<file path="src/rtl/safeguarded_newton_root_solver_defines.svh">
// Assertion macros for the safeguarded Newton root solver.
// No dependencies; modules that check themselves include this file.
`ifndef SAFEGUARDED_NEWTON_ROOT_SOLVER_DEFINES_SVH
`define SAFEGUARDED_NEWTON_ROOT_SOLVER_DEFINES_SVH

// Same-cycle implication, sampled on clk, off while rst_n is low
`define SNR_ASSERT_NOW(lbl, pre, post) \
    lbl: assert property (@(posedge clk) disable iff (!rst_n) (pre) |-> (post)) \
        else $error("solver check failed");

// Next-cycle implication, sampled on clk, off while rst_n is low
`define SNR_ASSERT_NEXT(lbl, pre, post) \
    lbl: assert property (@(posedge clk) disable iff (!rst_n) (pre) |=> (post)) \
        else $error("solver check failed");

`endif

</file>
<file path="src/rtl/snr_pkg.sv">
// Shared types and constants for the safeguarded Newton root solver.
// No dependencies; the solver modules refer to it by scoped names.
package snr_pkg;

    localparam int COEF_W    = 32;
    localparam int ROOT_W    = 25;
    localparam int STEPS_W   = 8;
    localparam int TOL_W     = 25;
    localparam int CFG_IDX_W = 8;

    // Shared multiplier and divider widths
    localparam int MUL_A_W   = 32;
    localparam int MUL_B_W   = 34;
    localparam int PROD_W    = MUL_A_W + MUL_B_W;
    localparam int DIV_W     = 64;
    localparam int DIV_CNT_W = 7;

    // Register indexes
    localparam logic [CFG_IDX_W-1:0] CFG_TOLERANCE  = 8'd0;
    localparam logic [CFG_IDX_W-1:0] CFG_ITER_LIMIT = 8'd1;

    localparam logic [TOL_W-1:0]   TOL_RESET   = 25'd17;
    localparam logic [STEPS_W-1:0] LIMIT_RESET = 8'd100;

    typedef struct packed {
        logic [COEF_W-1:0] coef_linear;
        logic [COEF_W-1:0] coef_ratio;
        logic [COEF_W-1:0] target_value;
    } in_item_t;

    typedef struct packed {
        logic [ROOT_W-1:0]  root;
        logic [STEPS_W-1:0] steps_taken;
        logic               limit_reached;
    } out_item_t;

    // Divider launch request
    typedef struct packed {
        logic                 start;
        logic [DIV_CNT_W-1:0] count;
    } div_req_t;

endpackage

</file>
<file path="src/rtl/snr_mul.sv">
// Shared registered multiplier of the root solver.
// Depends on snr_pkg for operand widths.
module snr_mul (
    input  logic                        clk,
    input  logic                        en,
    input  logic [snr_pkg::MUL_A_W-1:0] a,
    input  logic [snr_pkg::MUL_B_W-1:0] b,
    output logic [snr_pkg::PROD_W-1:0]  prod
);

    logic [snr_pkg::PROD_W-1:0] prod_reg;

    // Capture the product when the sequencer issues operands
    always_ff @(posedge clk)
    begin
        if (en)
        begin
            prod_reg <= a * b;
        end
    end

    assign prod = prod_reg;

endmodule

</file>
<file path="src/rtl/snr_div.sv">
// Shared restoring divider of the root solver, one quotient bit per cycle.
// Depends on snr_pkg for widths and the request struct.
module snr_div (
    input  logic                          clk,
    input  logic                          rst_n,
    input  snr_pkg::div_req_t             req,
    input  logic [snr_pkg::DIV_W-1:0]     rem_init,
    input  logic [snr_pkg::DIV_W-1:0]     dividend,
    input  logic [snr_pkg::DIV_W-1:0]     divisor,
    output logic                          done,
    output logic [snr_pkg::DIV_W-1:0]     quotient
);

    localparam int W = snr_pkg::DIV_W;

    logic                            run_reg;
    logic                            done_reg;
    logic [snr_pkg::DIV_CNT_W-1:0]   cnt_reg;
    logic [W-1:0]                    rem_reg;
    logic [W-1:0]                    dvd_reg;
    logic [W-1:0]                    dsr_reg;
    logic [W-1:0]                    quo_reg;
    logic [W:0]                      trial;
    logic [W:0]                      trial_diff;
    logic                            fits;
    logic [W-1:0]                    rem_next;

    // Shift in the next dividend bit and try the subtract
    always_comb
    begin
        trial      = {rem_reg, dvd_reg[W-1]};
        trial_diff = trial - {1'b0, dsr_reg};
        fits       = trial >= {1'b0, dsr_reg};
        rem_next   = fits ? trial_diff[W-1:0] : trial[W-1:0];
    end

    // Sequence the iteration count
    always_ff @(posedge clk or negedge rst_n)
    begin
        if (!rst_n)
        begin
            run_reg  <= 1'b0;
            done_reg <= 1'b0;
            cnt_reg  <= '0;
        end
        else if (req.start)
        begin
            run_reg  <= 1'b1;
            done_reg <= 1'b0;
            cnt_reg  <= req.count;
        end
        else if (run_reg)
        begin
            cnt_reg <= cnt_reg - snr_pkg::DIV_CNT_W'(1);
            if (cnt_reg == snr_pkg::DIV_CNT_W'(1))
            begin
                run_reg  <= 1'b0;
                done_reg <= 1'b1;
            end
        end
        else
        begin
            done_reg <= 1'b0;
        end
    end

    // Load operands, then advance one bit per cycle
    always_ff @(posedge clk)
    begin
        if (req.start)
        begin
            rem_reg <= rem_init;
            dvd_reg <= dividend;
            dsr_reg <= divisor;
            quo_reg <= '0;
        end
        else if (run_reg)
        begin
            rem_reg <= rem_next;
            dvd_reg <= {dvd_reg[W-2:0], 1'b0};
            quo_reg <= {quo_reg[W-2:0], fits};
        end
    end

    assign done     = done_reg;
    assign quotient = quo_reg;

endmodule

</file>
<file path="src/rtl/safeguarded_newton_root_solver.sv">
// One item at a time: a new transfer is taken in the cycle after the result
// transfer. Reset clears control and sets tolerance 17 and iteration limit 100.
// Depends on snr_pkg, snr_mul, snr_div and the solver defines header.
`include "safeguarded_newton_root_solver_defines.svh"

module safeguarded_newton_root_solver #(
    parameter int FRACTION_BITS = 24
) (
    input  logic                              clk,
    input  logic                              rst_n,
    input  logic                              in_valid,
    output logic                              in_stall,
    input  snr_pkg::in_item_t                 in_data,
    output logic                              out_valid,
    input  logic                              out_stall,
    output snr_pkg::out_item_t                out_data,
    input  logic                              cfg_valid,
    output logic                              cfg_ready,
    input  logic [snr_pkg::CFG_IDX_W-1:0]     cfg_index,
    input  logic [snr_pkg::TOL_W-1:0]         cfg_data
);

    localparam int F     = FRACTION_BITS;
    localparam int XW    = F + 1;
    localparam int SW    = F + 3;
    localparam int UP    = (F >= 24) ? (F - 24) : 0;
    localparam int DOWN  = (F < 24) ? (24 - F) : 0;
    localparam int TQW   = snr_pkg::TOL_W + UP;
    localparam int CMPW  = (XW > TQW) ? XW : TQW;
    localparam int RW    = XW + DOWN;
    localparam int DW    = snr_pkg::DIV_W;
    localparam int CW    = snr_pkg::COEF_W;
    localparam logic [XW-1:0] ONE_Q    = {1'b1, {F{1'b0}}};
    localparam logic [XW-1:0] HALF_Q   = {2'b01, {(F-1){1'b0}}};
    localparam logic [SW-1:0] STEP_CAP = {1'b1, {(F+2){1'b0}}};

    typedef enum logic [11:0] {
        S_IDLE      = 12'b0000_0000_0001,
        S_CHECK     = 12'b0000_0000_0010,
        S_MUL1      = 12'b0000_0000_0100,
        S_MUL2      = 12'b0000_0000_1000,
        S_MUL3      = 12'b0000_0001_0000,
        S_DIV_RATIO = 12'b0000_0010_0000,
        S_DIV_N1    = 12'b0000_0100_0000,
        S_DIV_D2    = 12'b0000_1000_0000,
        S_DG        = 12'b0001_0000_0000,
        S_DIV_STEP  = 12'b0010_0000_0000,
        S_UPDATE    = 12'b0100_0000_0000,
        S_DONE      = 12'b1000_0000_0000
    } state_t;

    state_t                            state_reg;
    logic [snr_pkg::TOL_W-1:0]         tol_reg;
    logic [snr_pkg::STEPS_W-1:0]       lim_reg;
    logic [CW-1:0]                     c1_reg, c2_reg, c3_reg, t1_reg;
    logic [XW-1:0]                     x_reg, prev_reg, lo_reg, hi_reg, x2_reg;
    logic [snr_pkg::STEPS_W-1:0]       steps_reg;
    logic                              pos_reg, leave_reg;
    logic [DW-1:0]                     mag_reg, d2_reg;
    logic [SW-1:0]                     step_reg;
    snr_pkg::out_item_t                out_reg;

    // Shared units
    logic                              mul_en;
    logic [snr_pkg::MUL_A_W-1:0]       mul_a;
    logic [snr_pkg::MUL_B_W-1:0]       mul_b;
    logic [snr_pkg::PROD_W-1:0]        mul_prod;
    snr_pkg::div_req_t                 div_req;
    logic [DW-1:0]                     div_rem, div_dvd, div_dsr, div_quo;
    logic                              div_done;

    // Datapath helpers
    logic                              x_one;
    logic [XW-1:0]                     den, diff;
    logic [CMPW-1:0]                   tol_q;
    logic                              go;
    logic [RW-1:0]                     root_wide;
    logic [F+1:0]                      s_val;
    logic [DW-1:0]                     sum, mag_now, dg;
    logic                              pos_now, cs_over, n1_over, cap;
    logic [DW:0]                       dg_sum;
    logic [XW-1:0]                     room_lo, room_hi, lo_n, hi_n, x_n;
    logic [XW:0]                       mid;
    logic                              lv;

    // Loop test, output form and residual arithmetic
    always_comb
    begin
        x_one     = x_reg[F];
        den       = ONE_Q - x2_reg;
        diff      = (x_reg > prev_reg) ? (x_reg - prev_reg) : (prev_reg - x_reg);
        tol_q     = CMPW'((TQW'(tol_reg) << UP) >> DOWN);
        go        = (CMPW'(diff) > tol_q) && (steps_reg < lim_reg);
        root_wide = (RW'(x_reg) >> UP) << DOWN;
        s_val     = (F+2)'(ONE_Q) + (F+2)'(x2_reg);
        sum       = DW'(t1_reg) + div_quo;
        pos_now   = sum > DW'(c3_reg);
        mag_now   = pos_now ? (sum - DW'(c3_reg)) : (DW'(c3_reg) - sum);
        cs_over   = |mul_prod[snr_pkg::PROD_W-1:DW];
        n1_over   = |div_quo[DW-1:DW-F];
        dg_sum    = (DW+1)'(c1_reg) + (DW+1)'(d2_reg);
        dg        = dg_sum[DW] ? '1 : dg_sum[DW-1:0];
        cap       = {2'b00, mag_reg} >= {dg, 2'b00};
    end

    // Newton move or bisection of the bracket
    always_comb
    begin
        room_lo = x_reg - lo_reg;
        room_hi = hi_reg - x_reg;
        lv      = leave_reg || (pos_reg ? (step_reg > SW'(room_lo))
                                        : (step_reg > SW'(room_hi)));
        lo_n    = (lv && !pos_reg) ? prev_reg : lo_reg;
        hi_n    = (lv && pos_reg) ? prev_reg : hi_reg;
        mid     = (XW+1)'(lo_n) + (XW+1)'(hi_n);
        if (lv)
        begin
            x_n = mid[XW:1];
        end
        else if (pos_reg)
        begin
            x_n = x_reg - step_reg[XW-1:0];
        end
        else
        begin
            x_n = x_reg + step_reg[XW-1:0];
        end
    end

    // Drive the shared multiplier
    always_comb
    begin
        mul_en = 1'b0;
        mul_a  = snr_pkg::MUL_A_W'(x_reg);
        mul_b  = snr_pkg::MUL_B_W'(x_reg);
        case (state_reg)
            S_CHECK:
            begin
                mul_en = go;
            end
            S_MUL1:
            begin
                mul_en = 1'b1;
                mul_a  = c1_reg;
            end
            S_MUL2:
            begin
                mul_en = 1'b1;
                mul_a  = c2_reg;
            end
            S_MUL3:
            begin
                mul_en = 1'b1;
                mul_a  = c2_reg;
                mul_b  = snr_pkg::MUL_B_W'(s_val);
            end
            default:
            begin
                mul_en = 1'b0;
            end
        endcase
    end

    // Drive the shared divider
    always_comb
    begin
        div_req.start = 1'b0;
        div_req.count = snr_pkg::DIV_CNT_W'(DW);
        div_rem       = '0;
        div_dvd       = mul_prod[DW-1:0];
        div_dsr       = DW'(den);
        case (state_reg)
            S_MUL3:
            begin
                div_req.start = 1'b1;
                div_req.count = snr_pkg::DIV_CNT_W'(CW + F);
                div_dvd       = mul_prod[DW-1:0] << (CW - F);
            end
            S_DIV_RATIO:
            begin
                div_req.start = div_done && !cs_over;
            end
            S_DIV_N1:
            begin
                div_req.start = div_done && !n1_over;
                div_dvd       = div_quo << F;
            end
            S_DG:
            begin
                div_req.start = (dg != '0) && !cap;
                div_req.count = snr_pkg::DIV_CNT_W'(F + 2);
                div_rem       = mag_reg >> 2;
                div_dvd       = {mag_reg[1:0], {(DW-2){1'b0}}};
                div_dsr       = dg;
            end
            default:
            begin
                div_req.start = 1'b0;
            end
        endcase
    end

    snr_mul u_mul (
        .clk  (clk),
        .en   (mul_en),
        .a    (mul_a),
        .b    (mul_b),
        .prod (mul_prod)
    );

    snr_div u_div (
        .clk      (clk),
        .rst_n    (rst_n),
        .req      (div_req),
        .rem_init (div_rem),
        .dividend (div_dvd),
        .divisor  (div_dsr),
        .done     (div_done),
        .quotient (div_quo)
    );

    // Hold configuration registers
    always_ff @(posedge clk or negedge rst_n)
    begin
        if (!rst_n)
        begin
            tol_reg <= snr_pkg::TOL_RESET;
            lim_reg <= snr_pkg::LIMIT_RESET;
        end
        else if (cfg_valid && cfg_ready)
        begin
            case (cfg_index)
                snr_pkg::CFG_TOLERANCE:  tol_reg <= cfg_data;
                snr_pkg::CFG_ITER_LIMIT: lim_reg <= cfg_data[snr_pkg::STEPS_W-1:0];
                default:                 tol_reg <= tol_reg;
            endcase
        end
    end

    // Sequence one solve
    always_ff @(posedge clk or negedge rst_n)
    begin
        if (!rst_n)
        begin
            state_reg <= S_IDLE;
        end
        else
        begin
            case (state_reg)
                S_IDLE:      if (in_valid) state_reg <= S_CHECK;
                S_CHECK:     state_reg <= go ? S_MUL1 : S_DONE;
                S_MUL1:      state_reg <= S_MUL2;
                S_MUL2:      state_reg <= x_one ? S_UPDATE : S_MUL3;
                S_MUL3:      state_reg <= S_DIV_RATIO;
                S_DIV_RATIO: if (div_done) state_reg <= cs_over ? S_DG : S_DIV_N1;
                S_DIV_N1:    if (div_done) state_reg <= n1_over ? S_DG : S_DIV_D2;
                S_DIV_D2:    if (div_done) state_reg <= S_DG;
                S_DG:
                begin
                    if ((dg == '0) || cap)
                    begin
                        state_reg <= S_UPDATE;
                    end
                    else
                    begin
                        state_reg <= S_DIV_STEP;
                    end
                end
                S_DIV_STEP:  if (div_done) state_reg <= S_UPDATE;
                S_UPDATE:    state_reg <= S_CHECK;
                S_DONE:      if (!out_stall) state_reg <= S_IDLE;
                default:     state_reg <= S_IDLE;
            endcase
        end
    end

    // Advance the iterate and its bracket
    always_ff @(posedge clk)
    begin
        case (state_reg)
            S_IDLE:
            begin
                c1_reg    <= in_data.coef_linear;
                c2_reg    <= in_data.coef_ratio;
                c3_reg    <= in_data.target_value;
                x_reg     <= HALF_Q;
                prev_reg  <= ONE_Q;
                lo_reg    <= '0;
                hi_reg    <= ONE_Q;
                steps_reg <= '0;
            end
            S_CHECK:
            begin
                if (go)
                begin
                    prev_reg <= x_reg;
                end
                out_reg.root          <= root_wide[snr_pkg::ROOT_W-1:0];
                out_reg.steps_taken   <= steps_reg;
                out_reg.limit_reached <= CMPW'(diff) > tol_q;
            end
            S_MUL1:
            begin
                x2_reg <= x_one ? ONE_Q : XW'(mul_prod >> F);
            end
            S_MUL2:
            begin
                t1_reg <= x_one ? c1_reg : CW'(mul_prod >> F);
                if (x_one)
                begin
                    pos_reg   <= (c2_reg != '0) || (c1_reg > c3_reg);
                    leave_reg <= 1'b1;
                end
            end
            S_DIV_RATIO:
            begin
                if (div_done)
                begin
                    pos_reg <= pos_now;
                    mag_reg <= mag_now;
                    d2_reg  <= '1;
                end
            end
            S_DIV_N1:
            begin
                if (div_done)
                begin
                    d2_reg <= '1;
                end
            end
            S_DIV_D2:
            begin
                if (div_done)
                begin
                    d2_reg <= div_quo;
                end
            end
            S_DG:
            begin
                leave_reg <= (dg == '0);
                step_reg  <= STEP_CAP;
            end
            S_DIV_STEP:
            begin
                if (div_done)
                begin
                    step_reg <= SW'(div_quo);
                end
            end
            S_UPDATE:
            begin
                x_reg     <= x_n;
                lo_reg    <= lo_n;
                hi_reg    <= hi_n;
                steps_reg <= steps_reg + snr_pkg::STEPS_W'(1);
            end
            default:
            begin
                steps_reg <= steps_reg;
            end
        endcase
    end

    assign in_stall  = (state_reg != S_IDLE);
    assign out_valid = (state_reg == S_DONE);
    assign out_data  = out_reg;
    assign cfg_ready = 1'b1;

    `SNR_ASSERT_NOW(a_bracket, state_reg == S_CHECK, (lo_reg <= x_reg) && (x_reg <= hi_reg) && (hi_reg <= ONE_Q))
    `SNR_ASSERT_NOW(a_steps, state_reg == S_CHECK, steps_reg <= lim_reg)
    `SNR_ASSERT_NOW(a_div_done, div_done, (state_reg == S_DIV_RATIO) || (state_reg == S_DIV_N1) || (state_reg == S_DIV_D2) || (state_reg == S_DIV_STEP))
    `SNR_ASSERT_NEXT(a_accept, in_valid && !in_stall, state_reg == S_CHECK)

endmodule
</file>
<file path="config.mk">
export PLATFORM = sky130hd
export DESIGN_NAME = safeguarded_newton_root_solver
export DESIGN_NICKNAME = d
export VERILOG_FILES = /design/src/rtl/snr_pkg.sv /design/src/rtl/snr_mul.sv /design/src/rtl/snr_div.sv /design/src/rtl/safeguarded_newton_root_solver.sv
export VERILOG_INCLUDE_DIRS = /design/src /design/src/rtl
export SDC_FILE = /design/constraint.sdc
export NUM_CORES = 2
export LEC_CHECK = 0
export ABC_AREA = 1
export BUFFER_PORTS_ARGS = -buffer_cell sky130_fd_sc_hd__buf_2
export CORE_MARGIN = 2
export CORE_UTILIZATION = 35
export DETAILED_ROUTE_END_ITERATION = 7
export GPL_TIMING_DRIVEN = 0
export MAX_ROUTING_LAYER = met4
export PLACE_DENSITY = 0.54
export SLEW_MARGIN = 0
export SYNTH_ARGS = -nofsm -noshare
export SYNTH_HDL_FRONTEND = slang
export SYNTH_SLANG_ARGS = --single-unit
</file>
<file path="constraint.sdc">
create_clock -name clk -period 38.1 [get_ports clk]
set_input_delay 1.905 -clock clk [delete_from_list [all_inputs] [get_ports clk]]
set_output_delay 1.905 -clock clk [all_outputs]
set_load 0.01 [all_outputs]
</file>
==> results.md <==
- Largest net degree at the start of global routing: 63
- CP Capture Type: flop
- Fill cells: 27200
- Fin. Hold Viols: 0
- Total wire length: 381000 um
- P&R area growth vs syn: 10.1%
- Initial Util: 35.1%
- Period utilization: 31.1%
- Syn_area_per_cell: 7.64 um2
- EDFF count, synth: 702
- Yosys warns: 0
- Distinct cells, synth: 72
- Hold bufs inserted after CTS: 0
- Ys async rst share: 6.59%
- Sequential share of the synthesized area: 26.6%
- Min cycle time layout: 11.85 ns
- Worst setup SP type: flop
- Failing checks: capacitance limit, slew limit
- Final Slew Violations: 23
- Area of the multi-input gates: 55700 um2
- Clk pin slew, worst setup/hold paths: 0.06 ns
- Final setup vio count: 0
- Most frequent cells in the layout: nand2_1, inv_1, nor2_1, fa_1, ha_1
- CTS H-tree lvls: 3
- Crit path DAT: 12.35 ns
- CP max FO: 10
- Worst path buffer plus inverter count: 8
- Die area: 259000 um2
- Ys flop type: edfxtp_1
- Root Buffer: clkbuf_16
- Worst slew pin tran: 1.63 ns
- Top Ports: 171
- Vias per inst: 5.25
- Worst Clk Skew: 0.0417 ns
- Flops & latches, synth: 820
- CTS tree: yes
- Post-route ant nets: 0
- Max stage delay on crit path: 1.09 ns
- Cts repair resizes: 0
- Worst-case clock buffer depth: 3
- DR WL/cell: 24.7 um
- Setup TNS Final: 0 ns
- Drt pass-1 iters: 8
- Hold Crit Class: flop to flop
- Syn Inst Count: 11700
- Vias: 81100
- Drt drc: 0
- Max_cap viols: 3
- Grt ovf: 0
- Finished Cell Area: 98100 um2
- Flip-flop and latch area: 23700 um2
- R2R depth: 37
- Area of placed instances: 94900 um2
- Placer Congestion: 1.02
- Vert. Die Dim: 509 um
- F_max: 0.0844 GHz
- Slew HR: -9.65%
- I/O Buffers: 169
- Core area: 254000 um2
- CP delay by family, top: adder cells
- Hold Slack: 0.486 ns
- Syn Nets: 13200
- Fraction of layout cells with a size suffix above 1: 4.11%
- Worst hold path cell count: 2
- Initial antenna violation count: 27
- Outcome: finished, violations left
- Post CTS Setup Buffer Count: 0
- Clock sinks: 820
- Crit Path Class: flop to flop
- WP depth: 37
- Placed wire-length estimate: 323000 um
- Most common cell after layout, fill and taps aside: nand2_1
- Number of global-route vias before repair: 79000
- First-pass GRT wire length: 545000 um
- Layout net count: 13600
- CP max stage cell: nor2_1
- GRT Util Overall: 29.9%
- DR iter-0 viols: 8803
- Worst path required time: 38.61 ns
- Mapped Area: 89100 um2
- Row Count: 185
- Later-pin clock latency in the skew report: 0.77 ns
- Num CTS Buffers: 97
- Die X-Extent: 509 um
- RSZ-0062 raised after global routing: no
==> kinds of logic (layout without fill, tap and decap cells) <==
family / count (synthesis) / in the layout / synth area share [%]
AOI/OAI and AO/OA: 1714 / 1714 / 10.8
buffers and inverters: 2573 / 2965 / 11.0
xor gates and xnor gates: 406 / 406 / 3.99
other: 1 / 8 / 0.00421
and+or+nand+nor: 4706 / 4706 / 21.1
DFF: 820 / 820 / 26.6
adders and majority gates: 1444 / 1444 / 26.4
==> routing by layer <==
layer  vias up  track usage (%)  wire [um]
met5         -                -          0
met4         0             11.6      17400
met3       592             3.79      28300
met2      3148             45.9     169000
met1     39700             40.2     166000
li1      37600                -          -
==> per-stage QoR <==
step / setup slack [ns] / util (%) / cells
6_report: 26.25 / 38.7 / 15400
4_1_cts: 26.49 / 38.7 / 15400
3_3_place_gp: 10.44 / 37.1 / 15200
3_5_place_dp: 26.53 / 37.4 / 15200
2_1_floorplan: 23.34 / - / 11700
5_1_grt: 25.92 / 38.7 / 15400
==> synth_stat cells, drive strengths merged (78+ instances only) <==
master,count,area (um2)
buf,78,445
nand4,88,551
inv,2224,8350
fa,729,14600
xnor2,150,1310
nand2,2692,10100
ha,715,8950
edfxtp,702,21100
xor2,256,2240
nand3,341,1740
clkbuf,255,960
nor2,1379,5210
nor3,112,561
a21oi,726,3650
o21ai,569,2850
==> tightest hold or removal path: stages, from the launching register on <==
cell and delay [ns]:
dfrtp_1 0.34, nand2_1 0.05, o21ai_0 0.06
==> final timing paths <==
check	from	to	slack [ns]
max	state_reg[11]	u_mul.prod[56]	26.25
min	tol_q[5]	tol_q[5]	0.49
max reg2reg	state_reg[11]	u_mul.prod[56]	26.25
min reg2reg	tol_q[5]	tol_q[5]	0.49
max in group asynchronous	rst_n	u_div.cnt_reg[1]	36.35
min in group asynchronous	rst_n	lim_reg[4]	1.22
==> cell type report <==
type	instances	area share (%)
clock buffers	125	2.69
multi-input cells	8271	56.7
inverters	2240	8.57
well taps	3366	4.29
diodes	7	0.0179
repair buffers	212	1.49
flip-flops and latches	820	24.2
plain buffers	333	1.44
clock inverters	55	0.594
Power is not shown: default switching activity piles up to over one toggle a cycle in this logic, so the estimate is an artifact.
